`config.mk`:
```
export PLATFORM = sky130hd
export DESIGN_NAME = glyph_pixel_blit_top_flat
export DESIGN_NICKNAME = d
export VERILOG_FILES = /design/src/sv/gpb_pkg.sv /design/src/sv/gpb_cfg_if.sv /design/src/sv/gpb_in_if.sv /design/src/sv/gpb_out_if.sv /design/src/sv/gpb_cfg_regs.sv /design/src/sv/gpb_color_table.sv /design/src/sv/gpb_draw_unit.sv /design/src/sv/glyph_pixel_blit_top.sv /design/src/flat_wrapper.sv
export SDC_FILE = /design/constraint.sdc
export NUM_CORES = 1
export LEC_CHECK = 0
export BUFFER_PORTS_ARGS = -buffer_cell sky130_fd_sc_hd__buf_2
export CAP_MARGIN = 20
export CORE_UTILIZATION = 40
export DETAILED_ROUTE_END_ITERATION = 8
export HOLD_SLACK_MARGIN = 0.1
export SYNTH_ARGS = -nofsm -noshare
export SYNTH_HDL_FRONTEND = slang
export SYNTH_SLANG_ARGS = --single-unit
```
`constraint.sdc`:
```
create_clock -name i_clk -period 6.4 [get_ports i_clk]
set_clock_uncertainty 0.2 [all_clocks]
set_input_delay 0.64 -clock i_clk [delete_from_list [all_inputs] [get_ports i_clk]]
set_output_delay 0.64 -clock i_clk [all_outputs]
set_load 0.005 [all_outputs]
```
`src/sv/gpb_pkg.sv`:
```
package gpb_pkg;

    // Field widths of the pixel, result and configuration channels.
    localparam int OP_W        = 1;
    localparam int TIDX_W      = 4;
    localparam int BYTE_W      = 8;
    localparam int COORD_W     = 12;
    localparam int STRIDE_W    = 13;
    localparam int OUT_ADDR_W  = 24;
    localparam int CFG_INDEX_W = 8;
    localparam int CFG_DATA_W  = 13;

    // The upper four bits of the coverage byte select a color table entry.
    localparam int GRAY_SHIFT  = 4;
    localparam int SEL_W       = BYTE_W - GRAY_SHIFT;

    // Product of row and stride plus column, before wrapping to the address width.
    localparam int SUM_W       = COORD_W + STRIDE_W + 1;

    localparam int TABLE_ENTRIES_DEF = 16;
    localparam int ADDRESS_BITS_DEF  = 24;

    localparam logic [OP_W-1:0] OP_DRAW = 1'b0;
    localparam logic [OP_W-1:0] OP_LOAD = 1'b1;

    localparam logic [CFG_INDEX_W-1:0] REG_LINE_STRIDE = 8'd0;
    localparam logic [CFG_INDEX_W-1:0] REG_CLIP_RIGHT  = 8'd1;
    localparam logic [CFG_INDEX_W-1:0] REG_CLIP_BOTTOM = 8'd2;
    localparam logic [CFG_INDEX_W-1:0] REG_XOR_MODE    = 8'd3;

    localparam logic [STRIDE_W-1:0] LINE_STRIDE_RST = 13'd720;
    localparam logic [COORD_W-1:0]  CLIP_RIGHT_RST  = 12'd719;
    localparam logic [COORD_W-1:0]  CLIP_BOTTOM_RST = 12'd575;

    typedef struct packed {
        logic [STRIDE_W-1:0] line_stride;
        logic [COORD_W-1:0]  clip_right;
        logic [COORD_W-1:0]  clip_bottom;
        logic                xor_mode;
    } t_cfg;

    typedef struct packed {
        logic [OP_W-1:0]    op;
        logic [TIDX_W-1:0]  table_index;
        logic [BYTE_W-1:0]  table_value;
        logic [COORD_W-1:0] pixel_x;
        logic [COORD_W-1:0] pixel_y;
        logic [BYTE_W-1:0]  gray_level;
        logic [BYTE_W-1:0]  old_pixel;
    } t_pix;

    typedef struct packed {
        logic                  write_enable;
        logic [OUT_ADDR_W-1:0] write_address;
        logic [BYTE_W-1:0]     write_data;
    } t_res;

endpackage

```
`src/sv/gpb_cfg_if.sv`:
```
interface gpb_cfg_if;
    logic                              valid;
    logic                              ready;
    logic [gpb_pkg::CFG_INDEX_W-1:0]   index;
    logic [gpb_pkg::CFG_DATA_W-1:0]    data;

    modport source (output valid, output index, output data, input ready);
    modport sink   (input valid, input index, input data, output ready);
endinterface

```
`src/sv/gpb_in_if.sv`:
```
interface gpb_in_if;
    logic                          valid;
    logic                          ready;
    logic [gpb_pkg::OP_W-1:0]      op;
    logic [gpb_pkg::TIDX_W-1:0]    table_index;
    logic [gpb_pkg::BYTE_W-1:0]    table_value;
    logic [gpb_pkg::COORD_W-1:0]   pixel_x;
    logic [gpb_pkg::COORD_W-1:0]   pixel_y;
    logic [gpb_pkg::BYTE_W-1:0]    gray_level;
    logic [gpb_pkg::BYTE_W-1:0]    old_pixel;

    modport source (output valid, output op, output table_index, output table_value,
                    output pixel_x, output pixel_y, output gray_level, output old_pixel,
                    input ready);
    modport sink   (input valid, input op, input table_index, input table_value,
                    input pixel_x, input pixel_y, input gray_level, input old_pixel,
                    output ready);
endinterface

```
`src/sv/gpb_out_if.sv`:
```
interface gpb_out_if;
    logic                            valid;
    logic                            ready;
    logic                            write_enable;
    logic [gpb_pkg::OUT_ADDR_W-1:0]  write_address;
    logic [gpb_pkg::BYTE_W-1:0]      write_data;

    modport source (output valid, output write_enable, output write_address,
                    output write_data, input ready);
    modport sink   (input valid, input write_enable, input write_address,
                    input write_data, output ready);
endinterface

```
`src/sv/gpb_cfg_regs.sv`:
```
module gpb_cfg_regs (
    input  logic          i_clk,
    input  logic          i_rst_n,
    gpb_cfg_if.sink       i_cfg,
    output gpb_pkg::t_cfg o_cfg
);

    gpb_pkg::t_cfg r_cfg;

    assign i_cfg.ready = 1'b1;
    assign o_cfg       = r_cfg;

    always_ff @(posedge i_clk) begin
        if (!i_rst_n) begin
            r_cfg.line_stride <= gpb_pkg::LINE_STRIDE_RST;
            r_cfg.clip_right  <= gpb_pkg::CLIP_RIGHT_RST;
            r_cfg.clip_bottom <= gpb_pkg::CLIP_BOTTOM_RST;
            r_cfg.xor_mode    <= 1'b0;
        end else if (i_cfg.valid) begin
            case (i_cfg.index)
                gpb_pkg::REG_LINE_STRIDE: begin
                    r_cfg.line_stride <= i_cfg.data[gpb_pkg::STRIDE_W-1:0];
                end
                gpb_pkg::REG_CLIP_RIGHT: begin
                    r_cfg.clip_right <= i_cfg.data[gpb_pkg::COORD_W-1:0];
                end
                gpb_pkg::REG_CLIP_BOTTOM: begin
                    r_cfg.clip_bottom <= i_cfg.data[gpb_pkg::COORD_W-1:0];
                end
                gpb_pkg::REG_XOR_MODE: begin
                    r_cfg.xor_mode <= i_cfg.data[0];
                end
                default: begin
                    // Writes to unknown registers are ignored.
                end
            endcase
        end
    end

endmodule

```
`src/sv/gpb_color_table.sv`:
```
module gpb_color_table #(
    parameter int TABLE_ENTRIES = gpb_pkg::TABLE_ENTRIES_DEF
) (
    input  logic                         i_clk,
    input  logic                         i_rst_n,
    input  logic                         i_wr_en,
    input  logic [gpb_pkg::TIDX_W-1:0]   i_wr_index,
    input  logic [gpb_pkg::BYTE_W-1:0]   i_wr_data,
    input  logic [gpb_pkg::SEL_W-1:0]    i_rd_index,
    output logic [gpb_pkg::BYTE_W-1:0]   o_rd_data
);

    // A 4-bit index reaches at most 16 entries, so only those are stored.
    localparam int REACH = 1 << gpb_pkg::TIDX_W;
    localparam int SLOTS = (TABLE_ENTRIES < REACH) ? TABLE_ENTRIES : REACH;
    localparam int IDX_W = (SLOTS > 1) ? $clog2(SLOTS) : 1;

    logic [gpb_pkg::BYTE_W-1:0] r_table [SLOTS];
    logic                       wr_hit;
    logic                       rd_hit;
    logic [IDX_W-1:0]           wr_slot;
    logic [IDX_W-1:0]           rd_slot;

    // Indexes at or beyond the table size never store and read as zero.
    assign wr_hit  = 32'(i_wr_index) < 32'(SLOTS);
    assign rd_hit  = 32'(i_rd_index) < 32'(SLOTS);
    assign wr_slot = IDX_W'(i_wr_index);
    assign rd_slot = IDX_W'(i_rd_index);

    always_ff @(posedge i_clk) begin
        if (!i_rst_n) begin
            for (int i = 0; i < SLOTS; i++) begin
                r_table[i] <= '0;
            end
        end else if (i_wr_en && wr_hit) begin
            r_table[wr_slot] <= i_wr_data;
        end
    end

    assign o_rd_data = rd_hit ? r_table[rd_slot] : '0;

endmodule

```
`src/sv/gpb_draw_unit.sv`:
```
module gpb_draw_unit #(
    parameter int ADDRESS_BITS = gpb_pkg::ADDRESS_BITS_DEF
) (
    input  gpb_pkg::t_pix                i_pix,
    input  gpb_pkg::t_cfg                i_cfg,
    output logic [gpb_pkg::SEL_W-1:0]    o_sel,
    input  logic [gpb_pkg::BYTE_W-1:0]   i_color,
    output gpb_pkg::t_res                o_res
);

    localparam int SUM_W = gpb_pkg::SUM_W;
    localparam logic [SUM_W-1:0] ADDR_MASK =
        (ADDRESS_BITS >= SUM_W) ? {SUM_W{1'b1}} : SUM_W'((64'd1 << ADDRESS_BITS) - 64'd1);

    logic             in_clip;
    logic             is_draw;
    logic [SUM_W-1:0] addr_sum;
    logic [SUM_W-1:0] addr_wrap;
    logic             we;
    logic [gpb_pkg::BYTE_W-1:0] data;

    assign o_sel   = i_pix.gray_level[gpb_pkg::BYTE_W-1:gpb_pkg::GRAY_SHIFT];
    assign is_draw = i_pix.op == gpb_pkg::OP_DRAW;
    assign in_clip = (i_pix.pixel_x <= i_cfg.clip_right) && (i_pix.pixel_y <= i_cfg.clip_bottom);

    assign addr_sum  = SUM_W'(i_pix.pixel_y) * SUM_W'(i_cfg.line_stride)
                     + SUM_W'(i_pix.pixel_x);
    assign addr_wrap = addr_sum & ADDR_MASK;

    always_comb begin
        we   = 1'b0;
        data = '0;
        if (is_draw && in_clip) begin
            if (i_cfg.xor_mode) begin
                we   = 1'b1;
                data = i_pix.old_pixel ^ i_pix.gray_level;
            end else if (o_sel != '0) begin
                we   = 1'b1;
                data = i_color;
            end
        end
    end

    assign o_res.write_enable  = we;
    assign o_res.write_address = we ? addr_wrap[gpb_pkg::OUT_ADDR_W-1:0] : '0;
    assign o_res.write_data    = data;

endmodule

```
`src/sv/glyph_pixel_blit_top.sv`:
```
// Glyph pixel blitter for an 8-bit framebuffer.
// i_pix carries one transaction per glyph pixel (op draw) or per color table
// load (op load). Every transaction gives exactly one transaction on o_wr:
// write_enable with the byte address (row times stride plus column) and the
// new byte, or all zeros for loads, clipped pixels and transparent pixels.
// i_cfg writes the stride, clip bounds and XOR mode; it is always ready and
// should only be used while no pixels are in flight.
// From input acceptance to o_wr.valid there is one input register, then the
// clip test, 13x12 address multiply and palette lookup in one combinational
// pass into the output register. Throughput is one pixel per clock while
// o_wr is ready. When o_wr stalls, both registers hold and i_pix.ready drops
// only once the input register is also full.
// Reset restores the default configuration (stride 720, clip 719/575,
// palette mode), clears the color table and empties the pipeline.
module glyph_pixel_blit_top #(
    parameter int TABLE_ENTRIES = gpb_pkg::TABLE_ENTRIES_DEF,
    parameter int ADDRESS_BITS  = gpb_pkg::ADDRESS_BITS_DEF
) (
    input  logic      i_clk,
    input  logic      i_rst_n,
    gpb_cfg_if.sink   i_cfg,
    gpb_in_if.sink    i_pix,
    gpb_out_if.source o_wr
);

    gpb_pkg::t_cfg cfg;
    gpb_pkg::t_pix in_pix;
    gpb_pkg::t_pix r_s1;
    logic          r_s1_valid;
    gpb_pkg::t_res res;
    gpb_pkg::t_res r_out;
    logic          r_out_valid;
    logic          s1_adv;
    logic          in_acc;
    logic          tbl_we;
    logic [gpb_pkg::SEL_W-1:0]  sel;
    logic [gpb_pkg::BYTE_W-1:0] color;

    assign in_pix.op          = i_pix.op;
    assign in_pix.table_index = i_pix.table_index;
    assign in_pix.table_value = i_pix.table_value;
    assign in_pix.pixel_x     = i_pix.pixel_x;
    assign in_pix.pixel_y     = i_pix.pixel_y;
    assign in_pix.gray_level  = i_pix.gray_level;
    assign in_pix.old_pixel   = i_pix.old_pixel;

    assign s1_adv      = !r_out_valid || o_wr.ready;
    assign i_pix.ready = !r_s1_valid || s1_adv;
    assign in_acc      = i_pix.valid && i_pix.ready;

    // Table loads take effect as the item leaves the input register, so later
    // draws see them and earlier draws do not.
    assign tbl_we = r_s1_valid && s1_adv && (r_s1.op == gpb_pkg::OP_LOAD);

    gpb_cfg_regs u_cfg (
        .i_clk   (i_clk),
        .i_rst_n (i_rst_n),
        .i_cfg   (i_cfg),
        .o_cfg   (cfg)
    );

    gpb_color_table #(
        .TABLE_ENTRIES (TABLE_ENTRIES)
    ) u_table (
        .i_clk      (i_clk),
        .i_rst_n    (i_rst_n),
        .i_wr_en    (tbl_we),
        .i_wr_index (r_s1.table_index),
        .i_wr_data  (r_s1.table_value),
        .i_rd_index (sel),
        .o_rd_data  (color)
    );

    gpb_draw_unit #(
        .ADDRESS_BITS (ADDRESS_BITS)
    ) u_draw (
        .i_pix   (r_s1),
        .i_cfg   (cfg),
        .o_sel   (sel),
        .i_color (color),
        .o_res   (res)
    );

    always_ff @(posedge i_clk) begin
        if (!i_rst_n) begin
            r_s1_valid  <= 1'b0;
            r_out_valid <= 1'b0;
        end else begin
            if (i_pix.ready) begin
                r_s1_valid <= i_pix.valid;
            end
            if (s1_adv) begin
                r_out_valid <= r_s1_valid;
            end
        end
    end

    always_ff @(posedge i_clk) begin
        if (in_acc) begin
            r_s1 <= in_pix;
        end
        if (s1_adv && r_s1_valid) begin
            r_out <= res;
        end
    end

    assign o_wr.valid         = r_out_valid;
    assign o_wr.write_enable  = r_out.write_enable;
    assign o_wr.write_address = r_out.write_address;
    assign o_wr.write_data    = r_out.write_data;

endmodule
```
`src/flat_wrapper.sv`:
```
// flat-port wrapper written by rule: the top's interface ports become plain ports
module glyph_pixel_blit_top_flat 
#(
    parameter int TABLE_ENTRIES = gpb_pkg::TABLE_ENTRIES_DEF,
    parameter int ADDRESS_BITS  = gpb_pkg::ADDRESS_BITS_DEF
)
  (i_clk, i_rst_n, i_cfg_valid, i_cfg_index, i_cfg_data, i_cfg_ready, i_pix_valid, i_pix_op, i_pix_table_index, i_pix_table_value, i_pix_pixel_x, i_pix_pixel_y, i_pix_gray_level, i_pix_old_pixel, i_pix_ready, o_wr_valid, o_wr_write_enable, o_wr_write_address, o_wr_write_data, o_wr_ready);
  gpb_cfg_if i_cfg_i ();
  gpb_in_if i_pix_i ();
  gpb_out_if o_wr_i ();
  input  logic i_clk;
  input  logic i_rst_n;
  input wire logic [$bits(i_cfg_i.valid)-1:0] i_cfg_valid;
  input wire logic [$bits(i_cfg_i.index)-1:0] i_cfg_index;
  input wire logic [$bits(i_cfg_i.data)-1:0] i_cfg_data;
  output wire logic [$bits(i_cfg_i.ready)-1:0] i_cfg_ready;
  input wire logic [$bits(i_pix_i.valid)-1:0] i_pix_valid;
  input wire logic [$bits(i_pix_i.op)-1:0] i_pix_op;
  input wire logic [$bits(i_pix_i.table_index)-1:0] i_pix_table_index;
  input wire logic [$bits(i_pix_i.table_value)-1:0] i_pix_table_value;
  input wire logic [$bits(i_pix_i.pixel_x)-1:0] i_pix_pixel_x;
  input wire logic [$bits(i_pix_i.pixel_y)-1:0] i_pix_pixel_y;
  input wire logic [$bits(i_pix_i.gray_level)-1:0] i_pix_gray_level;
  input wire logic [$bits(i_pix_i.old_pixel)-1:0] i_pix_old_pixel;
  output wire logic [$bits(i_pix_i.ready)-1:0] i_pix_ready;
  output wire logic [$bits(o_wr_i.valid)-1:0] o_wr_valid;
  output wire logic [$bits(o_wr_i.write_enable)-1:0] o_wr_write_enable;
  output wire logic [$bits(o_wr_i.write_address)-1:0] o_wr_write_address;
  output wire logic [$bits(o_wr_i.write_data)-1:0] o_wr_write_data;
  input wire logic [$bits(o_wr_i.ready)-1:0] o_wr_ready;
  assign i_cfg_i.valid = i_cfg_valid;
  assign i_cfg_i.index = i_cfg_index;
  assign i_cfg_i.data = i_cfg_data;
  assign i_cfg_ready = i_cfg_i.ready;
  assign i_pix_i.valid = i_pix_valid;
  assign i_pix_i.op = i_pix_op;
  assign i_pix_i.table_index = i_pix_table_index;
  assign i_pix_i.table_value = i_pix_table_value;
  assign i_pix_i.pixel_x = i_pix_pixel_x;
  assign i_pix_i.pixel_y = i_pix_pixel_y;
  assign i_pix_i.gray_level = i_pix_gray_level;
  assign i_pix_i.old_pixel = i_pix_old_pixel;
  assign i_pix_ready = i_pix_i.ready;
  assign o_wr_valid = o_wr_i.valid;
  assign o_wr_write_enable = o_wr_i.write_enable;
  assign o_wr_write_address = o_wr_i.write_address;
  assign o_wr_write_data = o_wr_i.write_data;
  assign o_wr_i.ready = o_wr_ready;
  glyph_pixel_blit_top #(.TABLE_ENTRIES(TABLE_ENTRIES), .ADDRESS_BITS(ADDRESS_BITS)) u_core (.i_clk(i_clk), .i_rst_n(i_rst_n), .i_cfg(i_cfg_i), .i_pix(i_pix_i), .o_wr(o_wr_i));
endmodule
```
==> impl_metrics.json <==
{
  "cts_htree_levels": 1,
  "grt_pass1_vias": 10800,
  "worstHoldPathType": "in -> reg",
  "grt.total_usage": 0.192,
  "syn_inst": 1449,
  "initial_core_util": 0.407,
  "place_hpwl_mm": 29.1,
  "final_antenna_net_count": 0,
  "yosys.area.top_type": "edfxtp_1",
  "fin_crit_ns": 5.97,
  "drc": 0,
  "synth-edff-count": 214,
  "vias_per_cell": 4.99,
  "rsz0062_at_grt": "no",
  "yosysTopAreaCellShare": 0.386,
  "grt_first_pass_wirelength_mm": 61.9,
  "finalPower_mw": 4.93,
  "synth_top_family_by_area": "adder cells",
  "synth.avg_cell_area_sq_um": 11.5,
  "p_int_mw": 3.51,
  "synth_xor_area_frac": 0.0137,
  "start_kind": "register",
  "synth-compound-area-share": 0.0491,
  "p_leak_nw": 8.31,
  "synth-simple-area-share": 0.151,
  "tritoncts": "done",
  "worst_pin_slew_ns": 1.05,
  "ir_worst_vdd_v": 0.000211,
  "cp.required_ns": 6.52,
  "synth.yosys.warnings": 0,
  "cts_root_buf": "clkbuf_16",
  "synth_seq_cells": 258,
  "power_density_nw_per_um2": 255,
  "synth_most_common_cell": "inv_1",
  "worst_skew_pair.late_latency_ns": 0.57,
  "synthArstFlopShare": 0,
  "p_sw_mw": 1.42,
  "synth_area_leaders": "edfxtp_1 (39%), fa_1 (14%), and2_1 (7.7%), ha_1 (6.9%), dfxtp_1 (5.3%)",
  "synth_adder_area_share": 0.213,
  "arrival_ns": 6.09,
  "die_w_um": 206,
  "ios": 115,
  "fmax_ghz": 0.168,
  "synth_flop_cell": "edfxtp_1",
  "via_count": 10700,
  "tns_ns": 0,
  "p_sw_frac": 0.288,
  "fin_crit_sh": 0.932,
  "maxSlewViolCount": 0,
  "port_buffers": 113,
  "core_sq_um": 40900,
  "hold-worst-slack_ns": 0.137,
  "grt_antenna_before_repair": 0,
  "die_h_um": 206,
  "synth_seq_area_share": 0.439,
  "critPathLaunch": "u_core.r_s1[23]",
  "num-nets-final": 1889,
  "wirelength_mm": 39.5,
  "netlist_area_sq_um": 16700,
  "cts_buffer_depth": 3,
  "cts_buffers": 29,
  "synthMuxAreaShare": 0.0684,
  "path_class": "reg -> reg",
  "p_comb_frac": 0.239,
  "synth_fp_nets": 1740,
  "hold_violations": 0,
  "regArea_sq_um": 7310,
  "cts_resized": 0,
  "path_clk_slew_ns": 0.06,
  "synth_cell_types": 58,
  "clkPwrFrac": 0.364,
  "drtIter0Drc": 669,
  "first_pass_iters": 5,
  "status": "completed",
  "slew_headroom": 0.297,
  "path_max_fanout": 14,
  "r2r-start": "u_core.r_s1[23]",
  "drive_above_1_share": 0.140,
  "fillers": 3706,
  "netlist_top_cells_count": "inv_1 (217), edfxtp_1 (214), and2_1 (205)",
  "syn_to_final_growth_pct": 16.1,
  "drv_cap": 0,
  "multiInputGateArea_sq_um": 8270,
  "cp-end-kind": "register",
  "rows": 74,
  "cts_sinks": 258,
  "die_area_sq_um": 42400,
  "grt_overflow": 0,
  "gp_congestion": 0.836,
  "min_from": "i_pix_pixel_x[3]",
  "setup-violations-final": 0,
  "diodes": 0,
  "wl_per_cell_um": 18.4,
  "grt_max_degree": 59,
  "pwr-share-seq": 0.397
}
layer usage:
metal,routed length [um],share of wire,up-vias,global-route usage
met4,720,0.018,0,0.0491
met5,0,0,-,0
met1,19400,0.49,5308,0.287
met3,2380,0.060,49,0.0367
li1,-,-,5097,-
met2,17000,0.43,275,0.284
power by group through the flow:
| stage | registers (mW) | logic [mW] | clock network (mW) |
|---|---|---|---|
| 2_1_floorplan | 1.94 | 0.887 | 0 |
| 3_3_place_gp | 2.00 | 1.14 | 0 |
| 3_5_place_dp | 2.00 | 1.15 | 0 |
| 4_1_cts | 1.96 | 1.18 | 1.83 |
| 5_1_grt | 1.97 | 1.34 | 1.88 |
| 6_report | 1.96 | 1.18 | 1.79 |
sequential cells by signal, indices dropped and copies added, names as in the netlist, named ones only:
| register | cells |
|---|---|
| u_core.o_wr.valid | 1 |
| u_core.o_wr.write_address | 24 |
| u_core.o_wr.write_data | 8 |
| u_core.o_wr.write_enable | 1 |
| u_core.r_s1 | 53 |
| u_core.r_s1_valid | 1 |
| u_core.u_cfg.o_cfg | 38 |
| u_core.u_table.r_table | 128 |
cell usage in the layout (no fill, tap or decap), types with 29 or more instances in the layout:
cell and n:
inv_1 216, a21oi_1 39, and2_1 205, dlygate4sd3_1 54, buf_2 113, nor2_1 50
fa_1 120, mux4_2 32, nand2_1 137, mux2i_1 35, nor2b_1 29, dfxtp_1 42
edfxtp_1 214, clkbuf_16 30, ha_1 92
layout make-up:
| class | instances | share of cell area |
|---|---|---|
| Timing Repair Buffer | 182 | 0.0641 |
| Sequential cell | 258 | 0.378 |
| Tap cell | 532 | 0.0344 |
| Multi-Input combinational cell | 910 | 0.428 |
| Clock inverter | 16 | 0.0132 |
| Clock buffer | 36 | 0.0405 |
| Inverter | 217 | 0.0421 |
timing repair:
action,in CTS,in global routing
hold buffers,54,0
hold endpoints to repair,57,0
setup buffers,0,0
path summary, 6_finish.rpt:
kind | to | slack [ns] | cells after the start
max reg2reg | u_core.o_wr.write_address[20] | 0.43 | 17
max | u_core.o_wr.write_address[20] | 0.43 | 17
min reg2reg | u_core.u_cfg.o_cfg[12] | 0.27 | 2
min | u_core.r_s1[31] | 0.14 | 1
logic make-up after synthesis:
kind of cell / count (synthesis)
compound gates: 125
xor+xnor: 26
fa+ha+maj: 212
buf+inv: 281
flops: 258
mux: 73
other cells: 1
simple gates: 473
critical path, cell delays in order (launching register included):
cell and delay, ns:
edfxtp_1 0.67, and2_1 0.30, fa_1 0.50, inv_1 0.05, fa_1 0.52, fa_1 0.50, inv_1 0.05, fa_1 0.48
inv_1 0.05, fa_1 0.47, inv_1 0.04, ha_1 0.37, nand2_1 0.13, nor2_1 0.28, nand4_1 0.17, o211ai_1 0.41
nor3b_1 0.10, a2111oi_0 0.42
metrics by stage:
| step | cells | util | worst slack [ns] | cell area, sq um |
|---|---|---|---|---|
| floorplan | 1449 | - | 1.01 | 16700 |
| global placement | 2043 | 0.433 | 0.643 | 17700 |
| detailed placement | 2044 | 0.433 | 0.488 | 17700 |
| CTS | 2150 | 0.472 | 0.460 | 19300 |
| global route | 2151 | 0.472 | 0.0134 | 19300 |
| finish | 2151 | 0.472 | 0.434 | 19300 |
(Power assumes the default switching activity.)
